### src/rtl/u16ls_pkg.sv
// ----------------------------------------------------------------------------
// u16ls_pkg
// Shared types and constants for the UTF-16 line splitter: result record,
// decoder state record and the code unit values that end a row.
// ----------------------------------------------------------------------------
package u16ls_pkg;

	localparam logic [15:0] UNIT_CR = 16'h000D;
	localparam logic [15:0] UNIT_LF = 16'h000A;

	// surrogate ranges by their top six bits
	localparam logic [5:0] HIGH_SURR_TAG = 6'b110110;
	localparam logic [5:0] LOW_SURR_TAG  = 6'b110111;

	localparam logic [20:0] SUPP_BASE = 21'h010000;

	// most results one code unit can cause
	localparam int MAX_RES = 3;

	typedef enum logic {
		KIND_CODE = 1'b0,
		KIND_ROW  = 1'b1
	} item_kind_t;

	typedef enum logic [1:0] {
		END_NONE = 2'd0,
		END_LF   = 2'd1,
		END_CR   = 2'd2,
		END_CRLF = 2'd3
	} row_end_t;

	typedef struct packed {
		item_kind_t kind;
		logic [20:0] cp;
		row_end_t rend;
	} result_t;

	// decoder state carried from one code unit to the next
	typedef struct packed {
		logic after_cr;
		logic high_pending;
		logic [9:0] high_bits;
	} dec_state_t;

	function automatic result_t row_result(row_end_t rend);
		result_t r;
		r.kind = KIND_ROW;
		r.cp = '0;
		r.rend = rend;
		return r;
	endfunction

	function automatic result_t code_result(logic [20:0] cp);
		result_t r;
		r.kind = KIND_CODE;
		r.cp = cp;
		r.rend = END_NONE;
		return r;
	endfunction

endpackage

### src/rtl/u16ls_decode.sv
// ----------------------------------------------------------------------------
// u16ls_decode
// Decodes one code unit against the current state: builds the list of up to
// three results in text order, its length, and the next state.
// ----------------------------------------------------------------------------
module u16ls_decode
	import u16ls_pkg::*;
(
	input  dec_state_t cur_state,
	input  logic [15:0] unit,
	input  logic eot,
	output result_t res [MAX_RES],
	output logic [1:0] res_count,
	output dec_state_t nxt_state
);

	always_comb begin
		logic consumed;
		logic [1:0] n;
		logic is_high;
		logic is_low;

		consumed = 1'b0;
		n = 2'd0;
		is_high = (unit[15:10] == HIGH_SURR_TAG);
		is_low = (unit[15:10] == LOW_SURR_TAG);
		nxt_state = cur_state;
		for (int i = 0; i < MAX_RES; i++) begin
			res[i] = code_result('0);
		end

		// close a row left open by a CR
		if (cur_state.after_cr) begin
			nxt_state.after_cr = 1'b0;
			if (unit == UNIT_LF) begin
				res[n] = row_result(END_CRLF);
				consumed = 1'b1;
			end else begin
				res[n] = row_result(END_CR);
			end
			n = n + 2'd1;
		end

		// decode the unit itself
		if (!consumed) begin
			if (unit == UNIT_CR) begin
				nxt_state.high_pending = 1'b0;
				nxt_state.high_bits = '0;
				nxt_state.after_cr = 1'b1;
			end else if (unit == UNIT_LF) begin
				nxt_state.high_pending = 1'b0;
				nxt_state.high_bits = '0;
				res[n] = row_result(END_LF);
				n = n + 2'd1;
			end else if (is_high) begin
				nxt_state.high_pending = 1'b1;
				nxt_state.high_bits = unit[9:0];
			end else if (is_low) begin
				if (cur_state.high_pending) begin
					res[n] = code_result(SUPP_BASE + {1'b0, cur_state.high_bits, unit[9:0]});
					n = n + 2'd1;
				end
				nxt_state.high_pending = 1'b0;
				nxt_state.high_bits = '0;
			end else begin
				nxt_state.high_pending = 1'b0;
				nxt_state.high_bits = '0;
				res[n] = code_result({5'd0, unit});
				n = n + 2'd1;
			end
		end

		// end of text closes everything and starts over
		if (eot) begin
			if (nxt_state.after_cr) begin
				res[n] = row_result(END_CR);
				n = n + 2'd1;
			end
			res[n] = row_result(END_NONE);
			n = n + 2'd1;
			nxt_state = '0;
		end

		res_count = n;
	end

endmodule

### src/rtl/utf16_line_splitter_core.sv
// ----------------------------------------------------------------------------
// utf16_line_splitter_core
// UTF-16 decoder that splits text into rows and emits code points and
// row-end beats.
// ----------------------------------------------------------------------------
// Input channel: in_valid/in_stall carry one code unit per beat plus an
// end_of_text flag on the final unit of a text. Output channel:
// out_valid/out_stall carry one result per beat: a code point or a row end
// (LF, CR, CRLF or unterminated); last_of_run marks the final result of
// one code unit. Units that produce nothing (CR, high surrogate, dropped
// surrogates) give no output beat.
// A unit accepted into the input register is decoded into the result buffer
// once the buffer is free, and its first result is offered from then on.
// Throughput: one code unit per cycle while each unit gives at most one
// result and out_stall stays low; a unit with k results holds the result
// buffer until all k are taken, so the rate is set by the single output port.
// A stalled receiver holds the current result steady; if the input register
// is empty, one more code unit is taken into it, then in_stall rises.
// Reset clears the decoder state, the input register and the buffer, so
// the first unit after reset starts a new text.
// ----------------------------------------------------------------------------
module utf16_line_splitter_core
	import u16ls_pkg::*;
(
	input  logic clk,
	input  logic arst_n,
	input  logic in_valid,
	output logic in_stall,
	input  logic [15:0] code_unit,
	input  logic end_of_text,
	output logic out_valid,
	input  logic out_stall,
	output logic item_kind,
	output logic [20:0] code_point,
	output logic [1:0] row_end_kind,
	output logic last_of_run
);

	logic valid_s1;
	logic [15:0] unit_s1;
	logic eot_s1;

	dec_state_t state_q;
	dec_state_t nxt_state;
	result_t dec_res [MAX_RES];
	logic [1:0] dec_count;

	result_t res_q [MAX_RES];
	logic [1:0] cnt_q;
	logic [1:0] idx_q;

	logic is_last;
	logic pop;
	logic buf_free;
	logic move;

	// decode of the registered unit
	u16ls_decode u_decode (
		.cur_state(state_q),
		.unit(unit_s1),
		.eot(eot_s1),
		.res(dec_res),
		.res_count(dec_count),
		.nxt_state(nxt_state)
	);

	// buffer drain and handoff control
	assign is_last = (idx_q == cnt_q - 2'd1);
	assign out_valid = (cnt_q != 2'd0);
	assign pop = out_valid && !out_stall;
	assign buf_free = !out_valid || (pop && is_last);
	assign move = valid_s1 && buf_free;
	assign in_stall = valid_s1 && !buf_free;

	// input register
	always_ff @(posedge clk or negedge arst_n) begin
		if (!arst_n) begin
			valid_s1 <= 1'b0;
		end else if (in_valid && !in_stall) begin
			valid_s1 <= 1'b1;
		end else if (move) begin
			valid_s1 <= 1'b0;
		end
	end

	always_ff @(posedge clk) begin
		if (in_valid && !in_stall) begin
			unit_s1 <= code_unit;
			eot_s1 <= end_of_text;
		end
	end

	// decoder state advances when a unit enters the buffer
	always_ff @(posedge clk or negedge arst_n) begin
		if (!arst_n) begin
			state_q <= '0;
		end else if (move) begin
			state_q <= nxt_state;
		end
	end

	// result buffer count and read index
	always_ff @(posedge clk or negedge arst_n) begin
		if (!arst_n) begin
			cnt_q <= 2'd0;
			idx_q <= 2'd0;
		end else if (move) begin
			cnt_q <= dec_count;
			idx_q <= 2'd0;
		end else if (pop) begin
			if (is_last) begin
				cnt_q <= 2'd0;
				idx_q <= 2'd0;
			end else begin
				idx_q <= idx_q + 2'd1;
			end
		end
	end

	always_ff @(posedge clk) begin
		if (move) begin
			res_q <= dec_res;
		end
	end

	// output beat fields
	assign item_kind = res_q[idx_q].kind;
	assign code_point = res_q[idx_q].cp;
	assign row_end_kind = res_q[idx_q].rend;
	assign last_of_run = is_last;

endmodule
### config.mk
export PLATFORM = sky130hd
export DESIGN_NAME = utf16_line_splitter_core
export DESIGN_NICKNAME = d
export VERILOG_FILES = /design/src/rtl/u16ls_pkg.sv /design/src/rtl/u16ls_decode.sv /design/src/rtl/utf16_line_splitter_core.sv
export SDC_FILE = /design/constraint.sdc
export NUM_CORES = 1
export LEC_CHECK = 0
export BUFFER_PORTS_ARGS = -buffer_cell sky130_fd_sc_hd__buf_2
export CAP_MARGIN = 20
export CORE_ASPECT_RATIO = 1.5
export CORE_MARGIN = 2
export CORE_UTILIZATION = 55
export CTS_CLUSTER_SIZE = 30
export DETAILED_ROUTE_END_ITERATION = 8
export PLACE_DENSITY = 0.72
export RECOVER_POWER = 25
export SLEW_MARGIN = 40
export SYNTH_ARGS = -nofsm -noshare
export SYNTH_HDL_FRONTEND = slang
export SYNTH_HIERARCHICAL = 1
export SYNTH_SLANG_ARGS = --single-unit
### constraint.sdc
create_clock -name clk -period 5.06 [get_ports clk]
set_clock_uncertainty 0.2 [all_clocks]
set_input_delay 1.012 -clock clk [delete_from_list [all_inputs] [get_ports clk]]
set_output_delay 1.012 -clock clk [all_outputs]
set_load 0.05 [all_outputs]
* Word-level counts from Yosys, hierarchy flattened *
Index checks and enable logic that the tools add are counted.

word-level totals
  input port bits = 21
  word-level logic and storage cells = 116
  register bits = 106

operators by class
  multiplexer cells = 48
  reductions and logical operators = 19
  add/sub/neg operators = 6
  equal/unequal tests = 6
  bitwise logic cells = 13
  order comparisons = 7

operators by type and width
  operator                                                                      count
  72-bit two-way mux                                                            9
  72-bit bitwise mux                                                            2
  24-bit demux with 2-bit select                                                3
  24-bit two-way mux                                                            6
  66-bit AND                                                                    2
  66-bit NOT                                                                    2
  69-bit AND                                                                    1
  69-bit NOT                                                                    1
  24-bit binary-select mux with 2-bit select                                    1
  11-bit two-way mux                                                            3
  16-bit by 4-bit == test with 1-bit output, second input constant              2
  2-bit two-way mux                                                             15
  12-bit two-way mux                                                            2
  17-bit by 20-bit adder with 21-bit output, first input constant               1
  6-bit == test, second input constant                                          2
  3-bit >= comparator, second input constant                                    4
  6-bit bitwise OR                                                              2
  3-bit by 1-bit less-than comparator with 1-bit output, second input constant  3
  2-bit NOT with 3-bit output                                                   3
  1-bit logical AND                                                             8
  2-bit nonzero test                                                            4
  1-bit two-way mux                                                             7
  2-bit by 1-bit adder with 2-bit output, second input constant                 3
  1-bit logical NOT                                                             4
  8 further kinds                                                               9

* Depth between registers and ports, before layout *
  depth after elaboration = 19
  gate-level depth with buffers = 14
  gate-level depth less buffers = 13

* Hierarchy *
The synthesis kept the hierarchy.

by module, submodules not included
  module                    area each (µm²)  instances  cells an instance  sequential area each (µm²)
  utf16_line_splitter_core  3981.3           1          232                3098.0
  u16ls_decode              1306.3           1          204                0.0

* Least setup slack after synthesis *
No wires, ideal clock.

  kind = in2reg
  start = in out_stall
  end = reg res_q[0] in the netlist's numbering, enable pin
  arrival = 3.097 ns
  stages on the path = 3
  required time = 4.434 ns
  library setup time = 0.426 ns
  path slack = 1.337 ns
  cell sequence = o41a_4 > buf_6 > inv_1

between the ends
  word-level cells in the longest chain between the ends = 5

RTL lines
  what                  line                             source
  from (decl)           utf16_line_splitter_core.sv:32   input logic out_stall,
  1-bit logical NOT     utf16_line_splitter_core.sv:70   assign pop = out_valid && !out_stall;
  1-bit logical AND     utf16_line_splitter_core.sv:70
  1-bit logical AND     utf16_line_splitter_core.sv:71   assign buf_free = !out_valid || (pop && is_last);
  1-bit logical OR      utf16_line_splitter_core.sv:71
  1-bit logical AND     utf16_line_splitter_core.sv:72   assign move = valid_s1 && buf_free;
  via move              utf16_line_splitter_core.sv:55   logic move;
  to (signal assigned)  utf16_line_splitter_core.sv:122  res_q <= dec_res;
  to (decl)             utf16_line_splitter_core.sv:48   result_t res_q [MAX_RES];

The timed path passes the listed nets, and every way through them passes these cells.
A chain may end at the register's enable or synchronous reset.

==> key figures <==
Synthesis
  – Asr flop ratio synth: between 15 and 20%
  – Mux cell area share after synthesis: under 10%
  – Combinational family with the most area after synthesis: simple AND/OR/NAND/NOR gates
  – Mapped Area: about 5300 um^2
  – Simple-Gate Fraction of Synth Area: 14.1%
  – Number of synthesized flops with an enable pin: 89
  – Adder-Cell Fraction of Synth Area: ~2.4%
  – Yosys warning count: 6
  – Synth area leader: edfxtp_1
  – Yosys reg bits: 106
  – Post-synth top area share: 50.5%
  – Synth Flop Type: edfxtp_1
  – Library cells used by synthesis: between 60 and 70
  – Compound-Gate Fraction of Synth Area: between 10% and 20%
  – Largest cells by area after synthesis: edfxtp_1 51%, dfrtp_1 8.0%, mux2i_1 4.7%, buf_4 3.4%, nor2_1 2.8%
  – Sequential cell area fraction in the yosys report: 58.6%
  – Syn Area/Cell: about 12 um^2
  – Post-Syn Instances: approximately 440
  – Xor/xnor share of the synthesized area: less than 1%

Cells and area
  – Area of the multi-input gates: 1920 um^2
  – Final net count: 508
  – Sequential Area: 3100 um^2
  – Layout area overhead: 8.71%
  – Antenna Cells: 0
  – Most common cell after layout, fill and taps aside: edfxtp_1
  – Fin area: approximately 5700 um^2
  – Final Instance Count excl. Fillers: 594
  – Most frequent cells in the layout: 89 x edfxtp_1, 44 x buf_2, 40 x nor2_1
  – Final-layout fill cell count: ~770
  – Layout cells sized above 1: 15.8%

Setup path
  – Worst path slowest cell: nor3_1
  – Crit-path cells: nand4b_1 > nor3_1 > a32oi_1 > or2_2 > ha_1 > o22a_1 > ha_1 > a21oi_1 > o31a_1 > o211ai_2 > nor3b_1
  – CP Class: flop to flop
  – WP buf/inv: 0
  – CP most frequent cell: ha_1
  – Worst path max stage delay: 0.58 ns
  – Startpoint types: flop
  – Delay-heaviest family, CP: simple AND/OR/NAND/NOR gates
  – CP Max Fanout: 14
  – Crit. End Element: flop
  – Critical Path AT: 4.01 ns
  – Req. time, crit path: 5.03 ns

STA
  – Setup total negative slack: 0 ns
  – Setup WS post-layout: 1.01 ns
  – Slew Viols, Final: 0
  – Fin. Hold Viols: 0
  – Actual slew at the worst max-slew pin: around 1.0 ns
  – Slew headroom: 33.6%
  – Setup-failing EPs final: 0
  – RSZ-0062 raised after global routing: no
  – Fin crit share: 80.0%
  – Final Critical Period: 4.05 ns
  – Achievable clock frequency: 247 MHz

Clocking
  – Clk root buf: clkbuf_16
  – Clock Latency Late Sink: 0.34 ns
  – Total CTS buffers: 9
  – Clk slew on worst S/H paths: 0.07 ns
  – CTS tree: yes
  – Hold buffer count at cts: 0
  – H-Tree Depth: 3
  – Clock sinks: 106
  – Post_cts resized: 0
  – Max Root-Sink Buffers: 2
  – Setup bufs post-CTS: 0

Detailed routing
  – Vias: 3414
  – Vias per inst: roughly 5.7
  – DR pass1 iterations: 5
  – Routed WL: 10.5 mm
  – Wire length per cell: 17.6 um
  – Initial drt markers: 233
  – Final ANT Viol Nets: 0
  – Residual DRC: 0

Place
  – Placed Instances: 578
  – Area post-placement: 5510 um^2
  – HPWL after DPL: between 7 and 8 mm
  – GPL Wtd Cong: 0.885
  – Port buffer count: 47
  – Pre-CTS WS: 1.06 ns

Global route
  – Initial antenna violation count: 0
  – Largest net degree at the start of global routing: approximately 50
  – First-pass GRT wire length: approximately 17 mm
  – Total global-route track usage: a little over a fifth
  – Vias in the first global route: ~3300
  – Gr ovfl total: 0

Floorplan
  – DIE WIDTH: 84.1 um
  – Die height: ~120 um
  – Initial Util: 56.8%
  – Full die area: between 10000 and 15000 um^2
  – Rows: 43
  – CORE AREA: between 9000 and 10000 um^2
  – Boundary Pins: 48

Power
  – Power per Cell Area: around 700 nW/um^2
  – Peak VDD IR: 0.670 mV
  – Leak pwr: 2.23 nW

Min path
  – Min-Delay Path Class: flop to flop

Status
  – Status: finished, final reports clean

Flow run
  – Max Cap Viol: 0
[flip-flops by register name, indices dropped and copies added (netlist names)]
name,count
cnt_q,2
state_q,12
idx_q,2
res_q,72
valid_s1,1
eot_s1,1
unit_s1,16
[routing by layer]
| metal | wire (um) | global-route usage, % |
|---|---|---|
| met1 | 4520 | 27.0 |
| met2 | 5240 | 34.9 |
| met3 | 405 | 4.11 |
| met4 | 302 | 10.8 |
| met5 | 0 | 0 |
[path summary, 6_finish.rpt]
check,from,depth (start not counted),slack (ns),to
setup / recovery,unit_s1[13]$_DFFE_PP_,11,1.01,res_q[64]$_DFFE_PP_
hold / removal,state_q[3]$_DFFE_PN0P_,1,0.36,state_q[3]$_DFFE_PN0P_
setup reg to reg,unit_s1[13]$_DFFE_PP_,11,1.01,res_q[64]$_DFFE_PP_
max in group asynchronous,arst_n,1,3.38,idx_q[1]$_DFFE_PN0P_
hold reg to reg,state_q[3]$_DFFE_PN0P_,1,0.36,state_q[3]$_DFFE_PN0P_
min in group asynchronous,arst_n,1,0.61,valid_s1$_DFFE_PN0P_
[report_power, final]
group	internal [mW]	leakage [nW]	total [mW]	switching, mW
combinational	0.406	1.01	1.71	1.31
clock	0.337	0.131	0.647	0.310
sequential	1.44	1.09	1.64	0.202
[synthesized netlist by cell type, types with 7 or more instances]
cell / count
edfxtp_1: 89
nor2_1: 40
nand2_1: 33
o21ai_0: 28
mux2i_1: 25
buf_4: 24
dfrtp_1: 17
clkbuf_1: 15
and2_1: 14
inv_1: 14
nor3b_1: 12
a32oi_1: 11
a21oi_1: 10
ha_1: 10
nand3_1: 10
mux2_4: 8
nor3_1: 7
[layout make-up]
type | instances | area share (%)
clock buffer | 9 | 3.92
clock inverter | 7 | 0.914
inverter | 14 | 0.914
multi-input combinational | 295 | 33.3
sequential | 106 | 53.9
tap | 112 | 2.44
timing repair buffer | 51 | 4.55
[through the flow]
step	hold slack, ns	util, %	power, mW
6_report	0.364	61.8	4.00
5_1_grt	0.389	61.8	4.22
4_1_cts	0.378	62.2	4.06
3_5_place_dp	0.361	59.2	3.41
3_3_place_gp	0.338	59.2	3.37
2_1_floorplan	0.295	-	3.02
[cells by family after synthesis]
| logic type | after synthesis |
|---|---|
| DFF | 106 |
| and+or+nand+nor | 141 |
| other | 1 |
| AOI/OAI and AO/OA | 80 |
| adders and majority gates | 10 |
| xor gates and xnor gates | 4 |
| muxes | 37 |
| buffers and inverters | 57 |
Power figures use the tool's default switching activity.
